<file path="config.mk">
export PLATFORM = sky130hd
export DESIGN_NAME = running_mean_and_ema_unit
export DESIGN_NICKNAME = d
export VERILOG_FILES = /design/src/hw/rtl/rmema_pkg.sv /design/src/hw/rtl/running_mean_and_ema_unit.sv
export SDC_FILE = /design/constraint.sdc
export NUM_CORES = 1
export LEC_CHECK = 0
export ABC_AREA = 0
export CORE_UTILIZATION = 29
export CTS_CLUSTER_DIAMETER = 150
export DETAILED_ROUTE_END_ITERATION = 7
export DONT_BUFFER_PORTS = 1
export GPL_TIMING_DRIVEN = 0
export MAX_ROUTING_LAYER = met4
export PLACE_DENSITY = 0.42
export SLEW_MARGIN = 30
export SYNTH_ARGS = -nofsm -noshare
export SYNTH_HDL_FRONTEND = slang
export SYNTH_SLANG_ARGS = --single-unit
</file>
<file path="constraint.sdc">
create_clock -name clk -period 15 [get_ports clk]
set_input_delay 0.75 -clock clk [delete_from_list [all_inputs] [get_ports clk]]
set_output_delay 0.75 -clock clk [all_outputs]
set_load 0.005 [all_outputs]
</file>
<file path="src/hw/rtl/rmema_pkg.sv">
// ----------------------------------------------------------------------------
// rmema_pkg: constants for the running mean and EMA unit
// Fixed weight format of the exponential average.
// ----------------------------------------------------------------------------
package rmema_pkg;

	// weight is an unsigned fraction in 1/256 steps
	localparam int unsigned WEIGHT_BITS = 9;
	localparam int unsigned WEIGHT_FRAC = 8;
	localparam logic [WEIGHT_BITS-1:0] WEIGHT_ONE   = 9'd256;
	localparam logic [WEIGHT_BITS-1:0] WEIGHT_RESET = 9'd128;

	typedef logic [WEIGHT_BITS-1:0] weight_t;

endpackage : rmema_pkg

</file>
<file path="src/hw/rtl/running_mean_and_ema_unit.sv">
// ----------------------------------------------------------------------------
// running_mean_and_ema_unit: cumulative mean and exponential moving average
// Per signed sample, returns sum/count (truncated toward zero), the EMA and
// the sample count, with a flag once the count has saturated.
// ----------------------------------------------------------------------------
// One sample in, one result out. After a sample transfer the sequencer
// first updates the EMA, sum and count, then a radix-2 restoring divider
// forms the mean one quotient bit per cycle, and then the output register
// is loaded. The sample itself is captured on the transfer edge. in_ready
// is high only while the sequencer is idle, and the sequencer goes idle on
// the load, so a new sample is taken only once the result of the last one
// has been loaded into the output register; until then the unit holds off
// further samples, whether or not the receiver keeps up. A finished
// result may sit in the output register while the next sample is already
// taken; if it is still there when the next result is ready, the sequencer
// waits in its last state until the receiver takes it. The EMA is the
// first sample after reset, then floor((sample*w + ema*(256-w))/256), with w
// the ema_weight register (9 bits, reset 128, values above 256 act as 256).
// Once the count reaches 2^COUNT_BITS-1 the sum and count freeze, the mean
// stays put, the EMA keeps tracking and count_full reads 1. Write the weight
// only while no sample is in flight.
module running_mean_and_ema_unit #(
	parameter int unsigned SAMPLE_BITS = 16,
	parameter int unsigned COUNT_BITS  = 16
) (
	input  logic                          clk,
	input  logic                          arst_n,
	// configuration: ema_weight
	input  logic                          cfg_wr_en,
	input  rmema_pkg::weight_t            cfg_wr_data,
	// sample channel
	input  logic                          in_valid,
	output logic                          in_ready,
	input  logic signed [SAMPLE_BITS-1:0] sample,
	// result channel
	output logic                          out_valid,
	input  logic                          out_ready,
	output logic signed [SAMPLE_BITS-1:0] mean,
	output logic signed [SAMPLE_BITS-1:0] ema,
	output logic        [COUNT_BITS-1:0]  sample_count,
	output logic                          count_full
);

	// sum never overflows at this width
	localparam int unsigned DW     = SAMPLE_BITS + COUNT_BITS;
	localparam int unsigned ITER_W = $clog2(DW);
	// sample minus ema, and its product with a 10-bit signed weight
	localparam int unsigned DIFF_W = SAMPLE_BITS + 1;
	localparam int unsigned PROD_W = DIFF_W + rmema_pkg::WEIGHT_BITS + 1;
	localparam logic [COUNT_BITS-1:0] COUNT_MAX = {COUNT_BITS{1'b1}};

	typedef enum logic [1:0] {
		ST_IDLE,
		ST_EMA,
		ST_DIV,
		ST_FIN
	} state_t;

	state_t                        state_q;
	rmema_pkg::weight_t            weight_q;
	logic signed [SAMPLE_BITS-1:0] sample_q;
	logic signed [SAMPLE_BITS-1:0] ema_q;
	logic signed [DW-1:0]          sum_q;
	logic        [COUNT_BITS-1:0]  counted_q;
	// divider: dividend/quotient shift register, partial remainder, step count
	logic        [DW-1:0]          quo_q;
	logic        [COUNT_BITS-1:0]  rem_q;
	logic        [ITER_W-1:0]      iter_q;
	logic                          neg_q;

	logic                          out_valid_q;
	logic signed [SAMPLE_BITS-1:0] mean_q;
	logic signed [SAMPLE_BITS-1:0] ema_out_q;
	logic        [COUNT_BITS-1:0]  count_out_q;
	logic                          full_out_q;

	// EMA datapath: ema + floor(w*(sample-ema)/256)
	rmema_pkg::weight_t            w_sat;
	logic signed [DIFF_W-1:0]      diff;
	logic signed [PROD_W-1:0]      prod;
	logic signed [PROD_W-1:0]      ema_wide;
	logic signed [SAMPLE_BITS-1:0] ema_next;

	// sum and count update
	logic                          count_open;
	logic signed [DW-1:0]          sum_next;
	logic        [COUNT_BITS-1:0]  count_next;
	logic        [DW-1:0]          sum_mag;

	// one restoring divide step
	logic        [COUNT_BITS:0]    rem_shift;
	logic                          step_ge;
	logic        [COUNT_BITS:0]    rem_sub;

	logic                          in_xfer;
	logic                          out_load;
	logic        [SAMPLE_BITS-1:0] quo_low;

	assign in_ready = (state_q == ST_IDLE);
	assign in_xfer  = in_valid && in_ready;
	// output register frees up when empty or its result is being taken
	assign out_load = (state_q == ST_FIN) && (!out_valid_q || out_ready);

	always_comb begin
		w_sat    = weight_q[rmema_pkg::WEIGHT_BITS-1] ? rmema_pkg::WEIGHT_ONE : weight_q;
		diff     = DIFF_W'(sample_q) - DIFF_W'(ema_q);
		prod     = PROD_W'(diff) * $signed({1'b0, w_sat});
		ema_wide = PROD_W'(ema_q) + (prod >>> rmema_pkg::WEIGHT_FRAC);
		// first sample after reset seeds the average
		if (counted_q == '0) begin
			ema_next = sample_q;
		end else begin
			ema_next = ema_wide[SAMPLE_BITS-1:0];
		end
	end

	always_comb begin
		count_open = (counted_q != COUNT_MAX);
		if (count_open) begin
			sum_next   = sum_q + DW'(sample_q);
			count_next = counted_q + COUNT_BITS'(1);
		end else begin
			sum_next   = sum_q;
			count_next = counted_q;
		end
		// |sum| < 2^(DW-1), so the magnitude fits unsigned in DW bits
		sum_mag = sum_next[DW-1] ? DW'(-sum_next) : DW'(sum_next);
	end

	always_comb begin
		rem_shift = {rem_q, quo_q[DW-1]};
		step_ge   = (rem_shift >= {1'b0, counted_q});
		rem_sub   = rem_shift - {1'b0, counted_q};
		quo_low   = quo_q[SAMPLE_BITS-1:0];
	end

	always_ff @(posedge clk or negedge arst_n) begin
		if (!arst_n) begin
			state_q     <= ST_IDLE;
			weight_q    <= rmema_pkg::WEIGHT_RESET;
			sample_q    <= '0;
			ema_q       <= '0;
			sum_q       <= '0;
			counted_q   <= '0;
			quo_q       <= '0;
			rem_q       <= '0;
			iter_q      <= '0;
			neg_q       <= 1'b0;
			out_valid_q <= 1'b0;
			mean_q      <= '0;
			ema_out_q   <= '0;
			count_out_q <= '0;
			full_out_q  <= 1'b0;
		end else begin
			if (cfg_wr_en) begin
				weight_q <= cfg_wr_data;
			end
			// a new load wins over the transfer of the old result
			if (out_load) begin
				out_valid_q <= 1'b1;
			end else if (out_valid_q && out_ready) begin
				out_valid_q <= 1'b0;
			end
			case (state_q)
				ST_IDLE: begin
					if (in_xfer) begin
						sample_q <= sample;
						state_q  <= ST_EMA;
					end
				end
				ST_EMA: begin
					ema_q     <= ema_next;
					sum_q     <= sum_next;
					counted_q <= count_next;
					quo_q     <= sum_mag;
					neg_q     <= sum_next[DW-1];
					rem_q     <= '0;
					iter_q    <= ITER_W'(DW - 1);
					state_q   <= ST_DIV;
				end
				ST_DIV: begin
					// remainder stays below the divisor, so it fits COUNT_BITS
					if (step_ge) begin
						rem_q <= rem_sub[COUNT_BITS-1:0];
					end else begin
						rem_q <= rem_shift[COUNT_BITS-1:0];
					end
					quo_q <= {quo_q[DW-2:0], step_ge};
					if (iter_q == '0) begin
						state_q <= ST_FIN;
					end else begin
						iter_q <= iter_q - ITER_W'(1);
					end
				end
				ST_FIN: begin
					if (out_load) begin
						// truncation toward zero: negate the magnitude quotient
						mean_q      <= neg_q ? -quo_low : quo_low;
						ema_out_q   <= ema_q;
						count_out_q <= counted_q;
						full_out_q  <= (counted_q == COUNT_MAX);
						state_q     <= ST_IDLE;
					end
				end
				default: begin
					state_q <= ST_IDLE;
				end
			endcase
		end
	end

	assign out_valid    = out_valid_q;
	assign mean         = mean_q;
	assign ema          = ema_out_q;
	assign sample_count = count_out_q;
	assign count_full   = full_out_q;

`ifndef SYNTHESIS
	a_xfer_starts: assert property (@(posedge clk) disable iff (!arst_n)
		in_xfer |=> (state_q == ST_EMA) && !in_ready)
		else $error("sample transfer did not start the sequencer");

	a_div_ends: assert property (@(posedge clk) disable iff (!arst_n)
		(state_q == ST_DIV) && (iter_q == '0) |=> (state_q == ST_FIN))
		else $error("divider overran its step count");

	a_rem_bound: assert property (@(posedge clk) disable iff (!arst_n)
		(state_q == ST_DIV) |-> (rem_q < counted_q))
		else $error("partial remainder not below divisor");

	a_count_mono: assert property (@(posedge clk) disable iff (!arst_n)
		counted_q >= $past(counted_q))
		else $error("sample count went backward");

	a_load_valid: assert property (@(posedge clk) disable iff (!arst_n)
		out_load |=> out_valid_q && (state_q == ST_IDLE))
		else $error("result load lost");
`endif

endmodule : running_mean_and_ema_unit
</file>
==> summary.md, run 1 <==
| Metric | Value |
|---|---|
| Status | `finished clean` |
| Via count | `15,100` |
| Syn avg cell area | `8.64 sq um` |
| Post-synth EDFFs | `0` |
| Post-CTS Setup Bufs | `0` |
| Skew-Pair Late Insertion Delay | `0.51 ns` |
| WL met2 | `27,600 microns` |
| Crit-path most repeated cell | `inv_1` |
| DR iter-0 viols | `826` |
| PnR worst setup slack | `5.28 ns` |
| Core area | `0.0622 sq mm` |
| Pre-CTS WS | `5.14 ns` |
| Critical path buffers and inverters | `6` |
| Area Growth Syn to Fin | `9.78%` |
| Final hold viol count | `0` |
| Starting Density | `29.6%` |
| Nets | `2,442` |
| Reg2reg start | `ema_q[1]` |
| Clock root buffer | `clkbuf_16` |
| DR WL met3 | `1690 microns` |
| Grt ovf | `0` |
| CP Capture Type | `flop` |
| Die H | `254 microns` |
| Uppermost routed layer | `met4` |
| Fin crit period | `9.72 ns` |
| Main area contributors after synthesis | `dfrtp_1 (26%), fa_1 (13%), ha_1 (9.6%)` |
| Total GRT Usage | `19.1%` |
| Chip width | `254 microns` |
| Slew Limit Headroom | `32.1%` |
| Max Cap Violations | `0` |
| Avg WL per Cell | `19.2 microns` |
| Initial antenna violation count | `4` |
| I/O pins | `81` |
| DRT met1 WL | `27,200 microns` |
| Max clock buf depth | `2` |
| Highest clock rate | `0.103 GHz` |
| CTS clock-pin slew for the worst setup and hold paths | `0.09 ns` |
| Critical Path AT | `10.10 ns` |
| Worst Max-Slew Pin Slew | `1.02 ns` |
| Synth area leader | `dfrtp_1` |
| Master of the slowest instance on the critical path | `a2111oi_0` |
| Startpoint types | `flop` |
| Setup-failing EPs final | `0` |
| Yosys top cell area share | `26.2%` |
| Router iterations before antenna repair | `5` |
| Num CTS Buffers | `17` |
| Yosys warns | `0` |
| Flops & latches, synth | `194` |
| GPL Wtd Cong | `0.870` |
| Hold Buf Count CTS | `1` |
| Multi-input gate area | `0.0124 sq mm` |
| Die ar. | `0.0645 sq mm` |
| Port bufs | `0` |
| DP HPWL | `45,600 microns` |
| Async set or reset register ratio after synthesis | `100%` |
| Sequential Area | `0.00486 sq mm` |
| Max stage delay on crit path | `0.73 ns` |
| Vias in the first global route | `15,400` |
| Net Count, Synth | `2,421` |
| Sequential share of the synthesized area | `26.4%` |
| TritonCTS clock tree | `yes` |
| RSZ-0062 raised after global routing | `false` |
| Slew Viols, Final | `0` |
| Share of post-route cells with drive strength above 1 | `5.45%` |
| Post-Route WL | `57,800 microns` |
| Largest net degree at the start of global routing | `194` |
| H-tree depth | `4` |
| Number of distinct library cells after synthesis | `86` |
| Post-DRT Antenna Nets | `0` |
| Maximum net fanout on the critical path | `9` |
| Critical Path RT | `15.38 ns` |
| Setup TNS Final | `0 ns` |
| Post-CTS Resized | `0` |
| CP startpoint | `ema_q[1]` |
| Clk_skew | `0.0182 ns` |
| Most used DFF post-synth | `dfrtp_1` |
| CTS Sinks | `194` |
| Delay-heaviest family, CP | `adder cells` |
| Final period util | `64.8%` |
| FILL cells | `6,633` |
| Fin util | `32.5%` |
| DRC | `0` |
| Worst Hold Class | `in2async` |
| Synthesized cell area | `0.0184 sq mm` |
| Syn Inst Count | `2,130` |
| Setup CP Type | `reg2reg` |
| Row count | `91` |
| First-pass GRT wire length | `90,400 microns` |
| Via-to-Cell Ratio | `5.03` |
==> flip-flops by register name, indices dropped and copies added (netlist names), 16 cells and up <==
signal	cells
counted_q	16
ema	16
ema_q	16
mean	16
quo_q	32
rem_q	16
sample_count	16
sample_q	16
sum_q	32
==> final timing paths <==
kind	slack, ns	cells after the start	to
worst min register to register	0.47	1	iter_q[0]
worst max register to register	5.28	34	ema_q[15]
max in group asynchronous	13.91	2	sample_q[15]
min in group clk	0.40	1	sample_q[2]
worst min-delay path	0.09	1	iter_q[1]
worst max-delay path	5.28	34	ema_q[15]
==> metal layers <==
layer | global-route usage (%) | up-vias
li1 | - | 7344
met1 | 24.6 | 7511
met2 | 31.2 | 228
met3 | 2.72 | 49
met4 | 5.20 | 0
met5 | - | -
==> final cells by class <==
type                            instances  share of cell area [%]
Buffer                                 77                    1.55
Clock buffer                           17                    2.11
Multi-Input combinational cell       1632                    61.6
Clock inverter                         15                   0.997
Sequential cell                       194                    24.0
Timing Repair Buffer                    2                   0.272
Antenna cell                            5                  0.0619
Inverter                              227                    4.22
Tap cell                              837                    5.18
==> placed cells by master (no fill, tap or decap), drive strengths merged, types with 11 or more instances in the layout <==
master and count:
nand3 45, nand4 16, nor4 23, nand2 266, nor2 139, or3 17
xnor2 93, nand2b 23, mux2 27, a211oi 12, clkbuf 86, o21ai 165
xor2 33, nor3 47, o211ai 17, and3 19, nor2b 37, o21a 23
o2bb2ai 12, o221ai 19, a21boi 11, mux2i 28, and2 34, dfrtp 193
a21oi 120, fa 120, inv 233, a21o 23, a31oi 17, ha 141
==> synth_stat cells (33+ instances only) <==
| library cell | n |
|---|---|
| o21ai_0 | 148 |
| fa_1 | 120 |
| nand3_1 | 44 |
| ha_1 | 141 |
| xor2_1 | 33 |
| nor3_1 | 45 |
| nor2_1 | 139 |
| nor2b_1 | 37 |
| xnor2_1 | 93 |
| and2_1 | 34 |
| dfrtp_1 | 193 |
| nand2_1 | 266 |
| a21oi_1 | 117 |
| inv_1 | 225 |
| clkbuf_1 | 68 |
==> cell families (layout without fill, tap and decap cells) <==
family | Yosys count | count (layout) | share of synthesized area [%]
fa+ha+maj | 261 | 261 | 22.6
simple gates | 699 | 699 | 18.4
buf+inv | 304 | 338 | 6.33
mux | 55 | 55 | 3.24
flops | 194 | 194 | 26.4
compound gates | 491 | 491 | 17.0
xor+xnor | 126 | 126 | 5.99
other cells | 0 | 5 | 0
==> metrics by stage <==
step / instances / instance area, sq um / hold WS [ns]
final: 3006 / 20200 / 0.0916
after global routing: 3003 / 20200 / 0.0699
after CTS: 3000 / 20200 / 0.0709
after detailed placement: 2967 / 19500 / 0.464
after global placement: 2967 / 19500 / 0.459
after floorplan: 2130 / 18400 / 0.438
==> worst reg2reg max path: cells and delay by family (launching register included) <==
kind / cells / cell delay [ns]
fa+ha+maj: 8 / 3.53
compound gates: 11 / 3.29
simple gates: 8 / 1.23
xor+xnor: 1 / 0.70
flops: 1 / 0.48
buf+inv: 6 / 0.34
Power of run 1 is not shown: default switching activity piles up to over one toggle a cycle in this logic, so the estimate is an artifact.
==> run 2: changes to the inputs <==
clock period = 9.5 ns   (was 15 ns; I/O delays follow)
==> run 2 against run 1 <==
Compared with the run above: maximum frequency up 9.0%; global-route usage down 0.12 points; routed wire length down 0.47%; critical path type unchanged; design area up 1.7%; sequential share of layout area down 0.41 points; critical endpoint unchanged; via count up 0.44%; count of clock-buffer cells in the layout unchanged; first-iteration DRC count down 4.7%; hold slack better by 0.030 ns; sequential cell count unchanged.
==> summary.md, run 2 (same netlist as run 1, synthesis figures left out) <==
| Metric | Value |
|---|---|
| Status | `finished clean` |
| Skew-Pair Late Insertion Delay | `0.51 ns (about the same)` |
| Max stage delay on crit path | `0.56 ns (-0.17 ns)` |
| Max Cap Violations | `0 (unchanged)` |
| Grt ovf | `0 (unchanged)` |
| TritonCTS clock tree | `yes` |
| DP HPWL | `45,600 microns (unchanged)` |
| CTS clock-pin slew for the worst setup and hold paths | `0.08 ns (about the same)` |
| Final hold viol count | `0 (unchanged)` |
| CTS Sinks | `194 (unchanged)` |
| Post-Route WL | `57,500 microns (-0.47%)` |
| Setup CP Type | `reg2reg` |
| Share of post-route cells with drive strength above 1 | `7.01% (+1.6 points)` |
| Router iterations before antenna repair | `5 (unchanged)` |
| Finished Layout Cells | `3,024 (+0.60%)` |
| Clock root buffer | `clkbuf_16` |
| Area Growth Syn to Fin | `11.7%` |
| I/O pins | `81 (unchanged)` |
| Max clock buf depth | `2 (unchanged)` |
| CP startpoint | `sample_q[0]` |
| Hold_ws | `0.122 ns (+0.0301 ns)` |
| Slew Limit Headroom | `41.3% (+9.2 points)` |
| GPL Wtd Cong | `0.870 (unchanged)` |
| Critical Path AT | `9.35 ns (-0.75 ns)` |
| FILL cells | `6,612 (-0.32%)` |
| Largest regs | `quo_q: 32 flops, sum_q: 32 flops` |
| Leading cell type in the layout, fill and taps excluded | `nand2_1` |
| Num CTS Buffers | `17 (unchanged)` |
| Reg-to-reg slack, setup | `0.58 ns (-4.70 ns)` |
| Vias in the first global route | `15,400 (+0.026%)` |
| Port bufs | `0 (unchanged)` |
| Fin util | `33.1% (+0.56 points)` |
| DR iter-0 viols | `787 (-4.7%)` |
| Highest clock rate | `0.112 GHz (+9.0%)` |
| Crit-path most repeated cell | `fa_1` |
| Chip width | `254 microns (unchanged)` |
| CP Capture Type | `flop` |
| Cells after DPL | `2,967 (unchanged)` |
| Worst Max-Slew Pin Slew | `0.879 ns (-0.138 ns)` |
| Via count | `15,200 (+0.44%)` |
| Worst Hold Class | `in2reg` |
| First-pass GRT wire length | `90,100 microns (-0.40%)` |
| Startpoint types | `flop` |
| Master of the slowest instance on the critical path | `fa_1` |
| Multi-input gate area | `0.0126 sq mm (+1.5%)` |
| Avg WL per Cell | `19.0 microns (-1.1%)` |
| Clk_skew | `0.0190 ns (+0.000786 ns)` |
| Die H | `254 microns (unchanged)` |
| H-tree depth | `4 (unchanged)` |
| Starting Density | `29.6% (unchanged)` |
| Maximum net fanout on the critical path | `7 (-2)` |
| Total GRT Usage | `19.0% (-0.12 points)` |
| PnR worst setup slack | `0.580 ns (-4.70 ns)` |
| Largest net degree at the start of global routing | `195 (+0.52%)` |
| Pre-CTS WS | `-0.355 ns (-5.50 ns)` |
| Sequential Area | `0.00486 sq mm (unchanged)` |
| Row count | `91 (unchanged)` |
| Fin crit period | `8.92 ns (-0.804 ns)` |
| Final period util | `93.9% (+29 points)` |
| Hold Crit Start | `sample[2]` |
| Setup-failing EPs final | `0 (unchanged)` |
| Reg2reg start | `sample_q[0]` |
| Post-DRT Antenna Nets | `0 (unchanged)` |
| DRC | `0 (unchanged)` |
| Critical Path RT | `9.93 ns (-5.45 ns)` |
| Initial antenna violation count | `4 (unchanged)` |
| Slew Viols, Final | `0 (unchanged)` |
| Nets | `2,462 (+0.82%)` |
| Die ar. | `0.0645 sq mm (unchanged)` |
| Core area | `0.0622 sq mm (unchanged)` |
| Most frequent cells in the layout | `nand2_1 (266), inv_1 (225), dfrtp_1 (192)` |
| Via-to-Cell Ratio | `5.03 (-0.16%)` |
run 2: cell types whose count changed in the layout (fill, tap and decap cells not counted), moves of 2 or more:
| cell | delta |
|---|---|
| a21oi_1 | -2 |
| buf_4 | +18 |
| diode_2 | -2 |
| ha_1 | -2 |
| ha_2 | +2 |
| nor2_1 | -2 |
| nor2_2 | +2 |
| xnor2_1 | -2 |
| xnor2_2 | -2 |
| xnor2_4 | +4 |
| xor2_4 | +2 |
run 2: through the flow:
| step | TNS (ns) | instance area, sq um |
|---|---|---|
| 6_report | 0 | 20600 |
| 5_1_grt | -0.0202 | 20600 |
| 4_1_cts | 0 | 20200 |
| 3_5_place_dp | -0.355 | 19500 |
| 3_3_place_gp | -0.402 | 19500 |
| 2_1_floorplan | 0 | 18400 |
run 2: what timing repair did:
action                                  4_1_cts  5_1_grt
pin swaps                                     0       10
endpoints found under the setup margin        1        3
gates resized for setup                       5       26
buffers inserted                              0       19
hold buffers                                  1        1
endpoints found under the hold margin       194       76
run 2: final timing paths:
kind | end | cells past startpoint
max in group asynchronous | sample_q[15] | 3
hold / removal | sample_q[2] | 1
setup reg to reg | ema_q[15] | 36
min in group asynchronous | iter_q[1] | 2
hold reg to reg | iter_q[0] | 1
setup / recovery | ema_q[15] | 36
run 2: metal layers:
| metal | share of wire, % | track usage, % | up-vias | wire length [microns] |
|---|---|---|---|---|
| li1 | - | - | 7385 | - |
| met1 | 47 | 24.3 | 7560 | 26800 |
| met2 | 48 | 31.0 | 205 | 27800 |
| met3 | 3.1 | 2.72 | 48 | 1780 |
| met4 | 2.0 | 5.20 | 0 | 1170 |
| met5 | 0 | - | - | 0 |
run 2: final cells by class:
| cell class | instances | share of cell area, % |
|---|---|---|
| Multi-Input combinational cell | 1632 | 61.5 |
| Sequential cell | 194 | 23.6 |
| Tap cell | 837 | 5.09 |
| Inverter | 227 | 4.15 |
| Clock buffer | 17 | 2.07 |
| Buffer | 77 | 1.52 |
| Timing Repair Buffer | 22 | 1.07 |
| Clock inverter | 15 | 0.980 |
| Antenna cell | 3 | 0.0365 |
run 2: worst max-delay path, delay by kind of cell, from the launching register on:
kind / cells / cell delay [ns]
XOR/XNOR: 1 / 0.29
flip-flops: 1 / 0.40
adder cells (fa/ha/maj): 9 / 3.99
AO/OA/AOI/OAI: 11 / 2.14
buffers and inverters: 4 / 0.23
AND/OR/NAND/NOR: 11 / 1.76
Power of run 2 is left out for the same reason.
